[config.mk]
export PLATFORM = sky130hd
export DESIGN_NAME = slip_byte_stream_codec_flat
export DESIGN_NICKNAME = d
export VERILOG_FILES = /design/src/rtl/core/slip_pkg.sv /design/src/rtl/core/slip_req_if.sv /design/src/rtl/core/slip_res_if.sv /design/src/rtl/core/slip_byte_stream_codec.sv /design/src/rtl/core/slip_front.sv /design/src/rtl/core/slip_job_fifo.sv /design/src/rtl/core/slip_back.sv /design/src/flat_wrapper.sv
export SDC_FILE = /design/constraint.sdc
export NUM_CORES = 1
export LEC_CHECK = 0
export ABC_AREA = 1
export BUFFER_PORTS_ARGS = -buffer_cell sky130_fd_sc_hd__buf_2
export CORE_ASPECT_RATIO = 0.7
export CORE_UTILIZATION = 28
export CTS_CLUSTER_SIZE = 8
export DETAILED_ROUTE_END_ITERATION = 10
export SYNTH_ARGS = -nofsm -noshare
export SYNTH_HDL_FRONTEND = slang
export SYNTH_SLANG_ARGS = --single-unit
export TNS_END_PERCENT = 5
[constraint.sdc]
create_clock -name clk -period 5.4 [get_ports clk]
set_input_delay 1.35 -clock clk [delete_from_list [all_inputs] [get_ports clk]]
set_output_delay 1.35 -clock clk [all_outputs]
set_load 0.05 [all_outputs]
[src/rtl/core/slip_pkg.sv]
`timescale 1ns / 1ps

package slip_pkg;

  // SLIP special characters
  localparam logic [7:0] END_CODE     = 8'hC0;
  localparam logic [7:0] ESC_CODE     = 8'hDB;
  localparam logic [7:0] ESC_END_CODE = 8'hDC;
  localparam logic [7:0] ESC_ESC_CODE = 8'hDD;

  // default depth of the job queue between front and back
  localparam int QUEUE_DEPTH = 2;

  // most result bytes one item can cause
  localparam int MAX_RESULTS = 4;

  typedef enum logic [1:0] {
    CMD_DECODE = 2'd0,
    CMD_ENCODE = 2'd1,
    CMD_EMPTY  = 2'd2
  } cmd_t;

  typedef enum logic [1:0] {
    ERR_NONE    = 2'd0,
    ERR_BAD_ESC = 2'd1,
    ERR_ESC_END = 2'd2
  } err_t;

  // one classified item: up to four results that share their flags
  typedef struct packed {
    logic [MAX_RESULTS-1:0][7:0]       bytes;
    logic [$clog2(MAX_RESULTS)-1:0]    last_idx;
    logic                              has_byte;
    logic                              packet_end;
    err_t                              error_code;
  } job_t;

endpackage

[src/rtl/core/slip_req_if.sv]
`timescale 1ns / 1ps

interface slip_req_if;
  logic       valid;
  logic       ready;
  logic [1:0] cmd;
  logic [7:0] data_byte;
  logic       first_of_packet;
  logic       last_of_packet;

  modport source(output valid, output cmd, output data_byte, output first_of_packet,
                 output last_of_packet, input ready);
  modport sink(input valid, input cmd, input data_byte, input first_of_packet,
               input last_of_packet, output ready);
endinterface

[src/rtl/core/slip_res_if.sv]
`timescale 1ns / 1ps

interface slip_res_if;
  logic       valid;
  logic       ready;
  logic [7:0] out_byte;
  logic       has_byte;
  logic       packet_end;
  logic [1:0] error_code;
  logic       last_result;

  modport source(output valid, output out_byte, output has_byte, output packet_end,
                 output error_code, output last_result, input ready);
  modport sink(input valid, input out_byte, input has_byte, input packet_end,
               input error_code, input last_result, output ready);
endinterface

[src/rtl/core/slip_byte_stream_codec.sv]
// An accepted item is written into the job queue; its first result is then loaded from
// the queue head into the output register, where result.valid shows it.
// Throughput: one result per cycle from the output register while the queue holds jobs
// and result.ready is high; an item has 1 to 4 results, and one with none is not queued.
// A job queue (QueueDepth entries) lets input accept run ahead of the output.
// Reset clears the escape flag, empties the queue and the output register.
`timescale 1ns / 1ps

module slip_byte_stream_codec #(
  parameter int QueueDepth = slip_pkg::QUEUE_DEPTH
) (
  input  logic       clk,
  input  logic       rst,
  slip_req_if.sink   request,
  slip_res_if.source result
);

  slip_pkg::job_t push_job;
  slip_pkg::job_t head;
  logic           push;
  logic           full;
  logic           pop;
  logic           empty;

  // classify items and track the escape flag
  slip_front u_front (
    .clk     (clk),
    .rst     (rst),
    .request (request),
    .full    (full),
    .push    (push),
    .job     (push_job)
  );

  // decouple classification from output
  slip_job_fifo #(
    .Depth (QueueDepth)
  ) u_fifo (
    .clk      (clk),
    .rst      (rst),
    .push     (push),
    .push_job (push_job),
    .full     (full),
    .pop      (pop),
    .empty    (empty),
    .head     (head)
  );

  // emit results one per cycle while result.ready is high
  slip_back u_back (
    .clk    (clk),
    .rst    (rst),
    .empty  (empty),
    .head   (head),
    .pop    (pop),
    .result (result)
  );

endmodule

[src/rtl/core/slip_front.sv]
`timescale 1ns / 1ps

module slip_front (
  input  logic           clk,
  input  logic           rst,
  slip_req_if.sink       request,
  input  logic           full,
  output logic           push,
  output slip_pkg::job_t job
);

  logic       escape_pending;
  logic       escape_pending_next;
  logic       accept;
  logic [2:0] count;

  assign request.ready = !full;
  assign accept        = request.valid && !full;

  // classify the item into a list of results
  always_comb begin
    job                 = '0;
    count               = 3'd0;
    escape_pending_next = escape_pending;
    if (request.cmd == slip_pkg::CMD_DECODE) begin
      if (escape_pending) begin
        escape_pending_next = 1'b0;
        count               = 3'd1;
        if (request.data_byte == slip_pkg::END_CODE) begin
          job.packet_end = 1'b1;
          job.error_code = slip_pkg::ERR_ESC_END;
        end else if (request.data_byte == slip_pkg::ESC_END_CODE) begin
          job.bytes[0] = slip_pkg::END_CODE;
          job.has_byte = 1'b1;
        end else if (request.data_byte == slip_pkg::ESC_ESC_CODE) begin
          job.bytes[0] = slip_pkg::ESC_CODE;
          job.has_byte = 1'b1;
        end else begin
          job.bytes[0]   = slip_pkg::ESC_CODE;
          job.has_byte   = 1'b1;
          job.error_code = slip_pkg::ERR_BAD_ESC;
        end
      end else if (request.data_byte == slip_pkg::END_CODE) begin
        count          = 3'd1;
        job.packet_end = 1'b1;
      end else if (request.data_byte == slip_pkg::ESC_CODE) begin
        escape_pending_next = 1'b1;
      end else begin
        count        = 3'd1;
        job.bytes[0] = request.data_byte;
        job.has_byte = 1'b1;
      end
    end else if (request.cmd == slip_pkg::CMD_ENCODE) begin
      job.has_byte = 1'b1;
      if (request.first_of_packet) begin
        job.bytes[count[1:0]] = slip_pkg::END_CODE;
        count = count + 3'd1;
      end
      if (request.data_byte == slip_pkg::END_CODE) begin
        job.bytes[count[1:0]] = slip_pkg::ESC_CODE;
        count = count + 3'd1;
        job.bytes[count[1:0]] = slip_pkg::ESC_END_CODE;
        count = count + 3'd1;
      end else if (request.data_byte == slip_pkg::ESC_CODE) begin
        job.bytes[count[1:0]] = slip_pkg::ESC_CODE;
        count = count + 3'd1;
        job.bytes[count[1:0]] = slip_pkg::ESC_ESC_CODE;
        count = count + 3'd1;
      end else begin
        job.bytes[count[1:0]] = request.data_byte;
        count = count + 3'd1;
      end
      if (request.last_of_packet) begin
        job.bytes[count[1:0]] = slip_pkg::END_CODE;
        count = count + 3'd1;
      end
    end else if (request.cmd == slip_pkg::CMD_EMPTY) begin
      job.has_byte = 1'b1;
      job.bytes[0] = slip_pkg::END_CODE;
      job.bytes[1] = slip_pkg::END_CODE;
      count        = 3'd2;
    end
    job.last_idx = 2'(count - 3'd1);
  end

  // queue only items that cause results
  assign push = accept && (count != 3'd0);

  // hold the escape flag across items
  always_ff @(posedge clk) begin
    if (rst) begin
      escape_pending <= 1'b0;
    end else if (accept) begin
      escape_pending <= escape_pending_next;
    end
  end

endmodule

[src/rtl/core/slip_job_fifo.sv]
`timescale 1ns / 1ps

module slip_job_fifo #(
  parameter int Depth = slip_pkg::QUEUE_DEPTH
) (
  input  logic           clk,
  input  logic           rst,
  input  logic           push,
  input  slip_pkg::job_t push_job,
  output logic           full,
  input  logic           pop,
  output logic           empty,
  output slip_pkg::job_t head
);

  localparam int PtrW   = (Depth > 1) ? $clog2(Depth) : 1;
  localparam int CountW = $clog2(Depth + 1);

  slip_pkg::job_t          entries [Depth];
  logic [PtrW-1:0]         wr_ptr;
  logic [PtrW-1:0]         rd_ptr;
  logic [CountW-1:0]       count;
  logic                    do_push;
  logic                    do_pop;

  assign full    = (count == CountW'(Depth));
  assign empty   = (count == '0);
  assign do_push = push && !full;
  assign do_pop  = pop && !empty;
  assign head    = entries[rd_ptr];

  // store the pushed job
  always_ff @(posedge clk) begin
    if (do_push) begin
      entries[wr_ptr] <= push_job;
    end
  end

  // advance pointers and fill count
  always_ff @(posedge clk) begin
    if (rst) begin
      wr_ptr <= '0;
      rd_ptr <= '0;
      count  <= '0;
    end else begin
      if (do_push) begin
        wr_ptr <= (wr_ptr == PtrW'(Depth - 1)) ? '0 : wr_ptr + 1'b1;
      end
      if (do_pop) begin
        rd_ptr <= (rd_ptr == PtrW'(Depth - 1)) ? '0 : rd_ptr + 1'b1;
      end
      if (do_push && !do_pop) begin
        count <= count + 1'b1;
      end else if (do_pop && !do_push) begin
        count <= count - 1'b1;
      end
    end
  end

endmodule

[src/rtl/core/slip_back.sv]
`timescale 1ns / 1ps

module slip_back (
  input  logic           clk,
  input  logic           rst,
  input  logic           empty,
  input  slip_pkg::job_t head,
  output logic           pop,
  slip_res_if.source     result
);

  logic       out_valid;
  logic [7:0] out_byte;
  logic       has_byte;
  logic       packet_end;
  logic [1:0] error_code;
  logic       last_result;
  logic [1:0] idx;
  logic       load;
  logic       at_last;

  assign load    = !empty && (!out_valid || result.ready);
  assign at_last = (idx == head.last_idx);
  assign pop     = load && at_last;

  // step through the results of the head job
  always_ff @(posedge clk) begin
    if (rst) begin
      out_valid <= 1'b0;
      idx       <= '0;
    end else begin
      if (load) begin
        out_valid <= 1'b1;
        idx       <= at_last ? '0 : idx + 2'd1;
      end else if (result.ready) begin
        out_valid <= 1'b0;
      end
    end
  end

  // load the output register
  always_ff @(posedge clk) begin
    if (load) begin
      out_byte    <= head.bytes[idx];
      has_byte    <= head.has_byte;
      packet_end  <= head.packet_end;
      error_code  <= head.error_code;
      last_result <= at_last;
    end
  end

  assign result.valid       = out_valid;
  assign result.out_byte    = out_byte;
  assign result.has_byte    = has_byte;
  assign result.packet_end  = packet_end;
  assign result.error_code  = error_code;
  assign result.last_result = last_result;

endmodule
[src/flat_wrapper.sv]
// flat-port wrapper written by rule: the top's interface ports become plain ports
module slip_byte_stream_codec_flat 
#(
  parameter int QueueDepth = slip_pkg::QUEUE_DEPTH
)
  (clk, rst, request_valid, request_cmd, request_data_byte, request_first_of_packet, request_last_of_packet, request_ready, result_valid, result_out_byte, result_has_byte, result_packet_end, result_error_code, result_last_result, result_ready);
  slip_req_if request_i ();
  slip_res_if result_i ();
  input  logic clk;
  input  logic rst;
  input wire logic [$bits(request_i.valid)-1:0] request_valid;
  input wire logic [$bits(request_i.cmd)-1:0] request_cmd;
  input wire logic [$bits(request_i.data_byte)-1:0] request_data_byte;
  input wire logic [$bits(request_i.first_of_packet)-1:0] request_first_of_packet;
  input wire logic [$bits(request_i.last_of_packet)-1:0] request_last_of_packet;
  output wire logic [$bits(request_i.ready)-1:0] request_ready;
  output wire logic [$bits(result_i.valid)-1:0] result_valid;
  output wire logic [$bits(result_i.out_byte)-1:0] result_out_byte;
  output wire logic [$bits(result_i.has_byte)-1:0] result_has_byte;
  output wire logic [$bits(result_i.packet_end)-1:0] result_packet_end;
  output wire logic [$bits(result_i.error_code)-1:0] result_error_code;
  output wire logic [$bits(result_i.last_result)-1:0] result_last_result;
  input wire logic [$bits(result_i.ready)-1:0] result_ready;
  assign request_i.valid = request_valid;
  assign request_i.cmd = request_cmd;
  assign request_i.data_byte = request_data_byte;
  assign request_i.first_of_packet = request_first_of_packet;
  assign request_i.last_of_packet = request_last_of_packet;
  assign request_ready = request_i.ready;
  assign result_valid = result_i.valid;
  assign result_out_byte = result_i.out_byte;
  assign result_has_byte = result_i.has_byte;
  assign result_packet_end = result_i.packet_end;
  assign result_error_code = result_i.error_code;
  assign result_last_result = result_i.last_result;
  assign result_i.ready = result_ready;
  slip_byte_stream_codec #(.QueueDepth(QueueDepth)) u_core (.clk(clk), .rst(rst), .request(request_i), .result(result_i));
endmodule
==> reports/results.ini, run 1 <==
[status]
status=complete, but fails checks
violations=design-rule violations

[floorplan]
dieArea_um2=13500
die_x_um=138
io_pins=31
initial_utilization=0.291
chipHeight_um=97.5
core_area_um2=12500
rows=34

[routing]
ant_nets=0
wl_um=8340
drt-wirelength-per-cell_um=14.2
num_vias=2726
viasPerCell=4.64
drt_first_pass_iters=8
dr.first_iter.drc_count=244
drc=4

[logic_synthesis]
synth_seq_area_share=0.585
synth_largest_area_cell=edfxtp_1
synthMuxAreaShare=0
synth.distinct_cells=26
yosys-top-cells-area=edfxtp_1, nand2_1, dfxtp_1
synthAdderAreaFrac=0.0377
syn-num-nets=414
synth-seq-cells=74
synth_xor_area_frac=0
postSynthAreaPerCell_um2=9.42
synth_top_area_share=0.535
synth_simple_gate_area_frac=0.228
ys.warnings.count=0
synthCells=387
synth_top_family_by_area=simple AND/OR/NAND/NOR gates
syn_area_um2=3650
synth_compound_area_frac=0.0776

[power_and_ir_drop]
p_int_w=0.00117
powerDensity_nw_per_um2=430
p_sw_w=0.000654
swShare=0.360
pwr-share-clk=0.306
p_leak_nw=1.85
combPwrFrac=0.264
max-vdd-ir-drop_v=0.000127
pwr-share-seq=0.430

[timing]
hold_viol=0
hold_slack_ns=0.491
slew_violations=0
min_period_over_period=0.768
fin_tns_setup_ns=0
setup_slack_ns=1.25
skew_ns=0.00864
post-route-min-period_ns=4.15
max_slew_margin=0.272
rsz0062_at_grt=no
worst_pin_slew_ns=1.09
finalSetupViolations=0
max_freq_mhz=241

[worst_setup_path]
criticalPathCategory=in2reg
crit_top_cell=ha_1
r2r-end=u_core.u_fifo.count[1]
critPathCaptureType=flip-flop
worst_ep_arrival_time_ns=4.37
r2r_slack_ns=2.59
critical-path-max-stage-delay_ns=0.37
cp-start-kind=input port
cp_cell_sequence=buf_2 -> inv_1 -> nor3_4 -> nand2_2 -> ha_1 -> nand2_1 -> o21ai_2 -> inv_1 -> ha_1 -> nor2_1 -> nor2_1 -> a21oi_1 -> ha_1 -> a21oi_4 -> ha_1 -> a21oi_1 -> o21ai_0 -> o21ai_0 -> a21oi_1
crit_start=request_data_byte[4]
crit_required_ns=5.62
reg2regPathDepth=10
path_max_fanout=12
critPathSlowestCell=ha_1

[clock_tree]
cts_buffer_depth=2
numCtsBuffers=9
hold_buffers=0
cts.htree.levels=3
cts_tree=built
cts_setup_buffers=0
cts.sinks=74
root_buffer=clkbuf_16
insertion_delay_ns=0.34
ctsResizeCount=0
clkTransAtPathRegs_ns=0.06

[grt]
grt_max_degree=29
grt_use_total=0.128
grt_pass1_wl_um=13100
grt_pass1_vias=2499
antenna_found_initial=0
grt_overflow=0

[min_path]
min-delay-start=u_core.u_back.result.valid
min_to=u_core.u_back.result.valid
hold_path_depth=2
hp-class=reg2reg

[layout]
drive_gt1_frac=0.162
design_area_um2=4230
regArea_um2=2130
antenna_cells=0
multiInputGateArea_um2=1250
fin_nets=447
fillers=1292
synthToLayoutAreaGrowth_pct=16.0
layoutNonFillerInstCount=587

[placement]
io_buffers=30
placed_area_um2=3950
dp_cells=571
place_congestion=0.911
pre_cts_ws_ns=0.971
dpl.hpwl_um=5970

[run]
cap_viol_max_count=0

## synth_stat cells
master      n
nand2_1   108
edfxtp_1   65
inv_1      45
nor2_1     33
nand3_1    29
o21ai_0    24
a21oi_1    16
ha_1       11
dfxtp_1     9
buf_2       7
nand2_2     6
nand4_1     5
o211ai_1    5
nor3_1      4
buf_6       3
inv_2       3
nor2_2      3
nand3_2     2
o22ai_1     2
a21oi_4     1
inv_4       1
inv_6       1
nand2_4     1
nor3_4      1
o21a_1      1
o21ai_2     1
## metal layers
layer | global-route usage | vias up | share of wire
li1 | - | 1353 | -
met1 | 0.187 | 1264 | 0.50
met2 | 0.180 | 101 | 0.41
met3 | 0.0296 | 8 | 0.074
met4 | 0.0545 | 0 | 0.016
met5 | 0 | - | 0
## worst max-delay path: cells and delay by family
| family | cells | cell delay (ns) |
|---|---|---|
| compound gates | 7 | 0.85 |
| simple gates | 5 | 0.65 |
| buf+inv | 3 | 0.30 |
| fa+ha+maj | 4 | 1.21 |
## placed cells by master, fill, tap and decap left out, drive strengths merged
master,synthesis,routed
o21a,1,1
nand3,31,31
clkinv,0,1
clkbuf,0,9
clkinvlp,0,1
nor2,36,36
o211ai,5,5
o21ai,25,25
nand2,115,115
o22ai,2,2
dfxtp,9,9
inv,50,55
a21oi,17,17
nor3,5,5
edfxtp,65,65
buf,10,32
ha,11,11
nand4,5,5
## stage by stage
stage                     utilization  power, W
after global routing            0.337   0.00191
after CTS                       0.337   0.00184
after floorplan                     -   0.00115
final                           0.337   0.00182
after detailed placement        0.315   0.00128
after global placement          0.315   0.00127
## flip-flops by register name, indices dropped and copies added, names as in the netlist, 2 cells and up, named ones only
signal,flops
u_core.u_back.idx,2
u_core.u_back.result.error_code,2
u_core.u_back.result.out_byte,8
u_core.u_fifo.count,2
u_core.u_fifo.entries,52
## worst max-delay path by stage
stage                                       end  slack (ns)
finish                   u_core.u_fifo.count[1]        1.25
global route             u_core.u_fifo.count[1]        1.06
CTS                      u_core.u_fifo.count[1]        1.31
detailed placement       u_core.u_fifo.count[1]        0.97
global placement         u_core.u_fifo.count[1]        1.14
floorplan           u_core.u_fifo.entries[0][0]        0.64
## final cells by class
| cell class | count | area share |
|---|---|---|
| clock buffers | 9 | 0.0533 |
| clock inverters | 7 | 0.0133 |
| inverters | 50 | 0.0462 |
| multi-input cells | 253 | 0.296 |
| flip-flops and latches | 74 | 0.504 |
| well taps | 162 | 0.0479 |
| repair buffers | 32 | 0.0391 |
## cells by family after synthesis
| group | count (synthesis) |
|---|---|
| flip-flops | 74 |
| buffers and inverters | 60 |
| adder cells (fa/ha/maj) | 11 |
| AND/OR/NAND/NOR | 192 |
| AO/OA/AOI/OAI | 50 |
## power groups by stage
stage / logic, W / clock network [W] / registers [W]
after floorplan: 0.000238 / 0 / 0.000913
after global placement: 0.000475 / 0 / 0.000795
after detailed placement: 0.000483 / 0 / 0.000795
after CTS: 0.000484 / 0.000568 / 0.000784
after global routing: 0.000529 / 0.000588 / 0.000793
final: 0.000480 / 0.000556 / 0.000783
Note: power is estimated with default switching activity, not from simulation.
==> run 2, diff against run 1 <==
Clock period 5.4 ns to 3.8 ns, I/O delays scaled along.
==> run 2 against run 1 <==
The run now ends clean. Worst hold slack got worse by 0.013 ns. Flip-flop and latch count did not move. Global-route usage rose by 0.060 points. Via count barely moved. Total power rose by 49%. Sequential share of layout area fell by 1.3 points. Clock skew fell by 0.0053 ns. Clock power rose by 59%. Critical endpoint unchanged. Largest cell class unchanged. Largest power group unchanged.
==> reports/results.ini, run 2 (synthesis gave the netlist of run 1 again) <==
[clock_tree]
insertion_delay_ns=0.32
cts.htree.levels=3
hold_buffers=0
cts_tree=built
numCtsBuffers=9
root_buffer=clkbuf_16
clkTransAtPathRegs_ns=0.06
cts_buffer_depth=2
cts_setup_buffers=0
cts.sinks=74
ctsResizeCount=0

[routing]
dr.first_iter.drc_count=269
num_vias=2728
ant_nets=0
drt-wirelength-per-cell_um=14.1
wl_um=8370
viasPerCell=4.60
drc=0
drt_first_pass_iters=5

[placement]
pre_cts_ws_ns=0.0923
place_congestion=0.903
io_buffers=30
dpl.hpwl_um=6010
placed_area_um2=4020

[timing]
hold_viol=0
fin_tns_setup_ns=0
finalSetupViolations=0
rsz0062_at_grt=no
slew_violations=0
max_freq_mhz=294
worst_pin_slew_ns=0.570
skew_ns=0.00335
post-route-min-period_ns=3.40
max_slew_margin=0.620
min_period_over_period=0.894
setup_slack_ns=0.403

[floorplan]
rows=34
io_pins=31
initial_utilization=0.291
core_area_um2=12500
dieArea_um2=13500
die_x_um=138
chipHeight_um=97.5

[grt]
antenna_found_initial=0
grt_overflow=0
grt_max_degree=29
grt_pass1_wl_um=13200
grt_use_total=0.129
grt_pass1_vias=2463

[layout]
fin_nets=453
layout_common_cells=nand2_1, edfxtp_1, inv_1
largest_register_ffs=52
regArea_um2=2130
design_area_um2=4340
fillers=1260
synthToLayoutAreaGrowth_pct=19.0
layout_commonest_cell=nand2_1
largest-register=u_core.u_fifo.entries
drive_gt1_frac=0.172
top_regs=u_core.u_fifo.entries (52), u_core.u_back.result.out_byte (8)
multiInputGateArea_um2=1260
antenna_cells=0

[worst_setup_path]
cp-start-kind=input port
crit_required_ns=4.01
critPathCaptureType=flip-flop
criticalPathCategory=in2reg
path_max_fanout=4
worst_ep_arrival_time_ns=3.61

[run]
cap_viol_max_count=0

[min_path]
hp-class=reg2reg

[power_and_ir_drop]
powerDensity_nw_per_um2=623
max-vdd-ir-drop_v=0.000207
p_leak_nw=1.90

[status]
status=finished, final reports clean

run 2: cell count changes in the layout (fill, tap and decap cells not counted):
cell / before / now
clkinv_1: 0 / 1
inv_6: 6 / 2
clkinvlp_4: 1 / 2
bufinv_16: 0 / 2
nor2_2: 4 / 3
buf_4: 2 / 6
nor2_4: 0 / 1
buf_12: 0 / 2
run 2: final timing paths:
path	depth (start not counted)	start	slack (ns)	to
hold reg to reg	2	u_core.u_fifo.count[1]	0.48	u_core.u_fifo.count[1]
setup reg to reg	9	u_core.u_back.idx[0]	1.46	u_core.u_fifo.count[1]
hold / removal	2	u_core.u_fifo.count[1]	0.48	u_core.u_fifo.count[1]
setup / recovery	19	request_data_byte[4]	0.40	u_core.u_fifo.count[1]
run 2: where the power goes:
| group | internal, W | switching (W) | leakage, nW |
|---|---|---|---|
| logic | 0.000178 | 0.000544 | 1.07 |
| registers | 0.00104 | 0.0000532 | 0.675 |
| clock network | 0.000573 | 0.000313 | 0.149 |
| total | 0.00179 | 0.000910 | 1.90 |
run 2: area by class of cell:
type | count | share of cell area
clock buffer | 9 | 0.0519
clock inverter | 7 | 0.0213
inverter | 50 | 0.0450
multi-input combinational | 253 | 0.290
sequential | 74 | 0.491
tap | 162 | 0.0467
timing repair buffer | 38 | 0.0542
run 2: worst max-delay path: stages:
cell,delay (ns)
buf_2,0.10
inv_1,0.09
nor3_4,0.22
nand2_2,0.08
ha_1,0.29
nand2_1,0.06
o21ai_2,0.07
inv_1,0.08
ha_1,0.29
nor2_1,0.11
nor2_1,0.05
a21oi_1,0.16
ha_1,0.21
a21oi_4,0.08
ha_1,0.33
a21oi_1,0.12
o21ai_0,0.11
o21ai_0,0.16
a21oi_1,0.06
run 2: per-layer routing:
layer | up-vias | wire length, um | global-route usage
met4 | 0 | 44 | 0.0389
met3 | 2 | 605 | 0.0320
li1 | 1367 | - | -
met5 | - | 0 | 0
met1 | 1273 | 4190 | 0.194
met2 | 86 | 3530 | 0.179
run 2: per-stage QoR:
stage / utilization / power [W] / cells / hold slack (ns)
3_5_place_dp: 0.321 / 0.00184 / 577 / 0.473
6_report: 0.346 / 0.00270 / 593 / 0.478
5_1_grt: 0.346 / 0.00283 / 593 / 0.499
3_3_place_gp: 0.321 / 0.00183 / 577 / 0.476
4_1_cts: 0.346 / 0.00273 / 593 / 0.482
2_1_floorplan: - / 0.00164 / 387 / 0.448
==> run 3, diff against run 2 <==
Clock period 3.8 ns to 2.9 ns, I/O delays scaled along.
==> run 3 against run 2 <==
The run now ends with design-rule violations, negative setup slack left. Clock-buffer cell count unchanged. Clock skew increased by 0.0039 ns. Clock power increased by 25%. Cell count increased by 4.4%. First-iteration DRC count decreased by 28%. Sequential power increased by 31%. Non-clock buffer count increased by 26. Sequential share of layout area decreased by 2.7 points. Routed wire length increased by 2.9%. Largest power group unchanged.
==> reports/results.ini, run 3 (synthesis gave the netlist of run 1 again) <==
[clock_tree]
cts.htree.levels=3
cts.sinks=74
cts_buffer_depth=2
root_buffer=clkbuf_16
clkTransAtPathRegs_ns=0.06
hold_buffers=0
cts_tree=built
insertion_delay_ns=0.33
numCtsBuffers=9

[worst_setup_path]
path_max_fanout=26
cp_cell_sequence=buf_6 -> nand2_4 -> nor3_4 -> nand2_2 -> ha_4 -> nand2_2 -> o21ai_2 -> inv_2 -> ha_4 -> nor2_1 -> nor2_1 -> a21oi_1 -> ha_2 -> a21oi_4 -> buf_6 -> inv_2 -> nor2_4 -> buf_12
critical-path-max-stage-delay_ns=0.28
cp-start-kind=input port
criticalPathCategory=in2reg
crit_family=adder cells
critPathCaptureType=flip-flop
timing.critical_path.buf_inv=5
worst_ep_arrival_time_ns=2.97
critPathSlowestCell=ha_4
crit_required_ns=2.93

[grt]
grt_pass1_wl_um=14300
grt_pass1_vias=2751
top_usage_layer=met2
met2_usage=0.204
grt_overflow=0
grtUsageMet3=0.0256
antenna_found_initial=0
grt_max_degree=28
grt_use_total=0.137
use_met1=0.195

[layout]
largest-register=u_core.u_fifo.entries
largest_register_ffs=52
drive_gt1_frac=0.241
antenna_cells=0
layout_commonest_cell=nand2_1
fillers=1235
synthToLayoutAreaGrowth_pct=25.9
top_regs=u_core.u_fifo.entries (52), u_core.u_back.result.out_byte (8)
fin_nets=479
layout_common_cells=nand2_1, edfxtp_1, inv_1

[timing]
finalSetupViolations=52
min_period_over_period=1.02
max_slew_margin=0.690
slew_violations=0
max_freq_mhz=339
skew_ns=0.00725
setup_slack_ns=-0.0456
worst_pin_slew_ns=0.460
post-route-min-period_ns=2.95
hold_viol=0
fin_tns_setup_ns=-1.55
rsz0062_at_grt=yes

[floorplan]
core_area_um2=12500
dieArea_um2=13500
initial_utilization=0.291
chipHeight_um=97.5
die_x_um=138
rows=34
io_pins=31

[routing]
drt-wirelength-per-cell_um=13.9
ant_nets=0
drt_first_pass_iters=7
viasPerCell=4.57
wl_um=8620
dr.first_iter.drc_count=193
num_vias=2826
drc=4

[placement]
io_buffers=30
dpl.hpwl_um=6290
place_congestion=0.867
pre_cts_ws_ns=-0.596

[power_and_ir_drop]
combPwrFrac=0.285
swShare=0.347
powerDensity_nw_per_um2=774
pwr-share-seq=0.403
max-vdd-ir-drop_v=0.000295
p_leak_nw=2.01
p_sw_w=0.00123
pwr-share-clk=0.312
p_int_w=0.00232

[status]
status=complete, but fails checks
violations=design-rule violations, negative setup slack

[min_path]
hp-class=reg2reg

[run]
cap_viol_max_count=0

## run 3: cell count changes in the layout (fill, tap and decap cells not counted), moves of 2 or more
cell,delta
inv_2,+3
ha_1,-4
buf_6,+3
o21ai_0,-3
o21ai_1,+3
buf_2,-2
nand2_1,-2
inv_1,-4
ha_4,+3
buf_4,+25
## run 3: path summary, 6_finish.rpt
| check | start | endpoint | slack (ns) | cells after the start |
|---|---|---|---|---|
| worst max-delay path | request_data_byte[7] | u_core.u_fifo.entries[0][29] | -0.05 | 18 |
| worst min-delay path | u_core.u_back.result.valid | u_core.u_back.result.valid | 0.50 | 2 |
| worst max register to register | flip-flop | u_core.u_fifo.count[1] | 0.86 | 10 |
| worst min register to register | u_core.u_back.result.valid | u_core.u_back.result.valid | 0.50 | 2 |
## run 3: power by group through the flow
stage | logic (W) | clock network [W] | registers, W
final | 0.00101 | 0.00111 | 0.00143
after global routing | 0.00111 | 0.00117 | 0.00145
after CTS | 0.00102 | 0.00113 | 0.00144
after detailed placement | 0.00100 | 0 | 0.00145
after global placement | 0.000990 | 0 | 0.00145
after floorplan | 0.000449 | 0 | 0.00170
## run 3: through the flow
step	cell area (um^2)	total power (W)	hold slack, ns	utilization	instances
3_5_place_dp	4240	0.00246	0.495	0.338	603
5_1_grt	4590	0.00373	0.539	0.366	619
2_1_floorplan	3670	0.00215	0.448	-	387
4_1_cts	4590	0.00358	0.507	0.366	619
3_3_place_gp	4240	0.00244	0.478	0.338	603
6_report	4590	0.00355	0.497	0.366	619
## run 3: worst register-to-register path: cells and delay by family, from the launching register on
| family | cells | cell delay (ns) |
|---|---|---|
| adders and majority gates | 1 | 0.25 |
| buffers and inverters | 1 | 0.21 |
| DFF | 1 | 0.58 |
| AOI/OAI and AO/OA | 4 | 0.38 |
| and+or+nand+nor | 4 | 0.51 |
## run 3: area by class of cell
type	instances	area [um^2]	share of cell area
clock inverter	7	77.6	0.0169
tap	162	203	0.0442
sequential	74	2130	0.464
inverter	50	199	0.0433
multi-input combinational	253	1310	0.285
clock buffer	9	225	0.0491
timing repair buffer	64	447	0.0973
## run 3: layer usage
metal / routed length (um) / vias to the layer above
li1: - / 1420
met1: 4450 / 1336
met2: 3660 / 59
met3: 399 / 11
met4: 113 / 0
met5: 0 / -
## run 3: what timing repair did
item	CTS	global route
gates cloned	0	0
endpoints found under the setup margin	54	54
pin swaps	3	0
buffers inserted	0	0
gates resized for setup	13	0
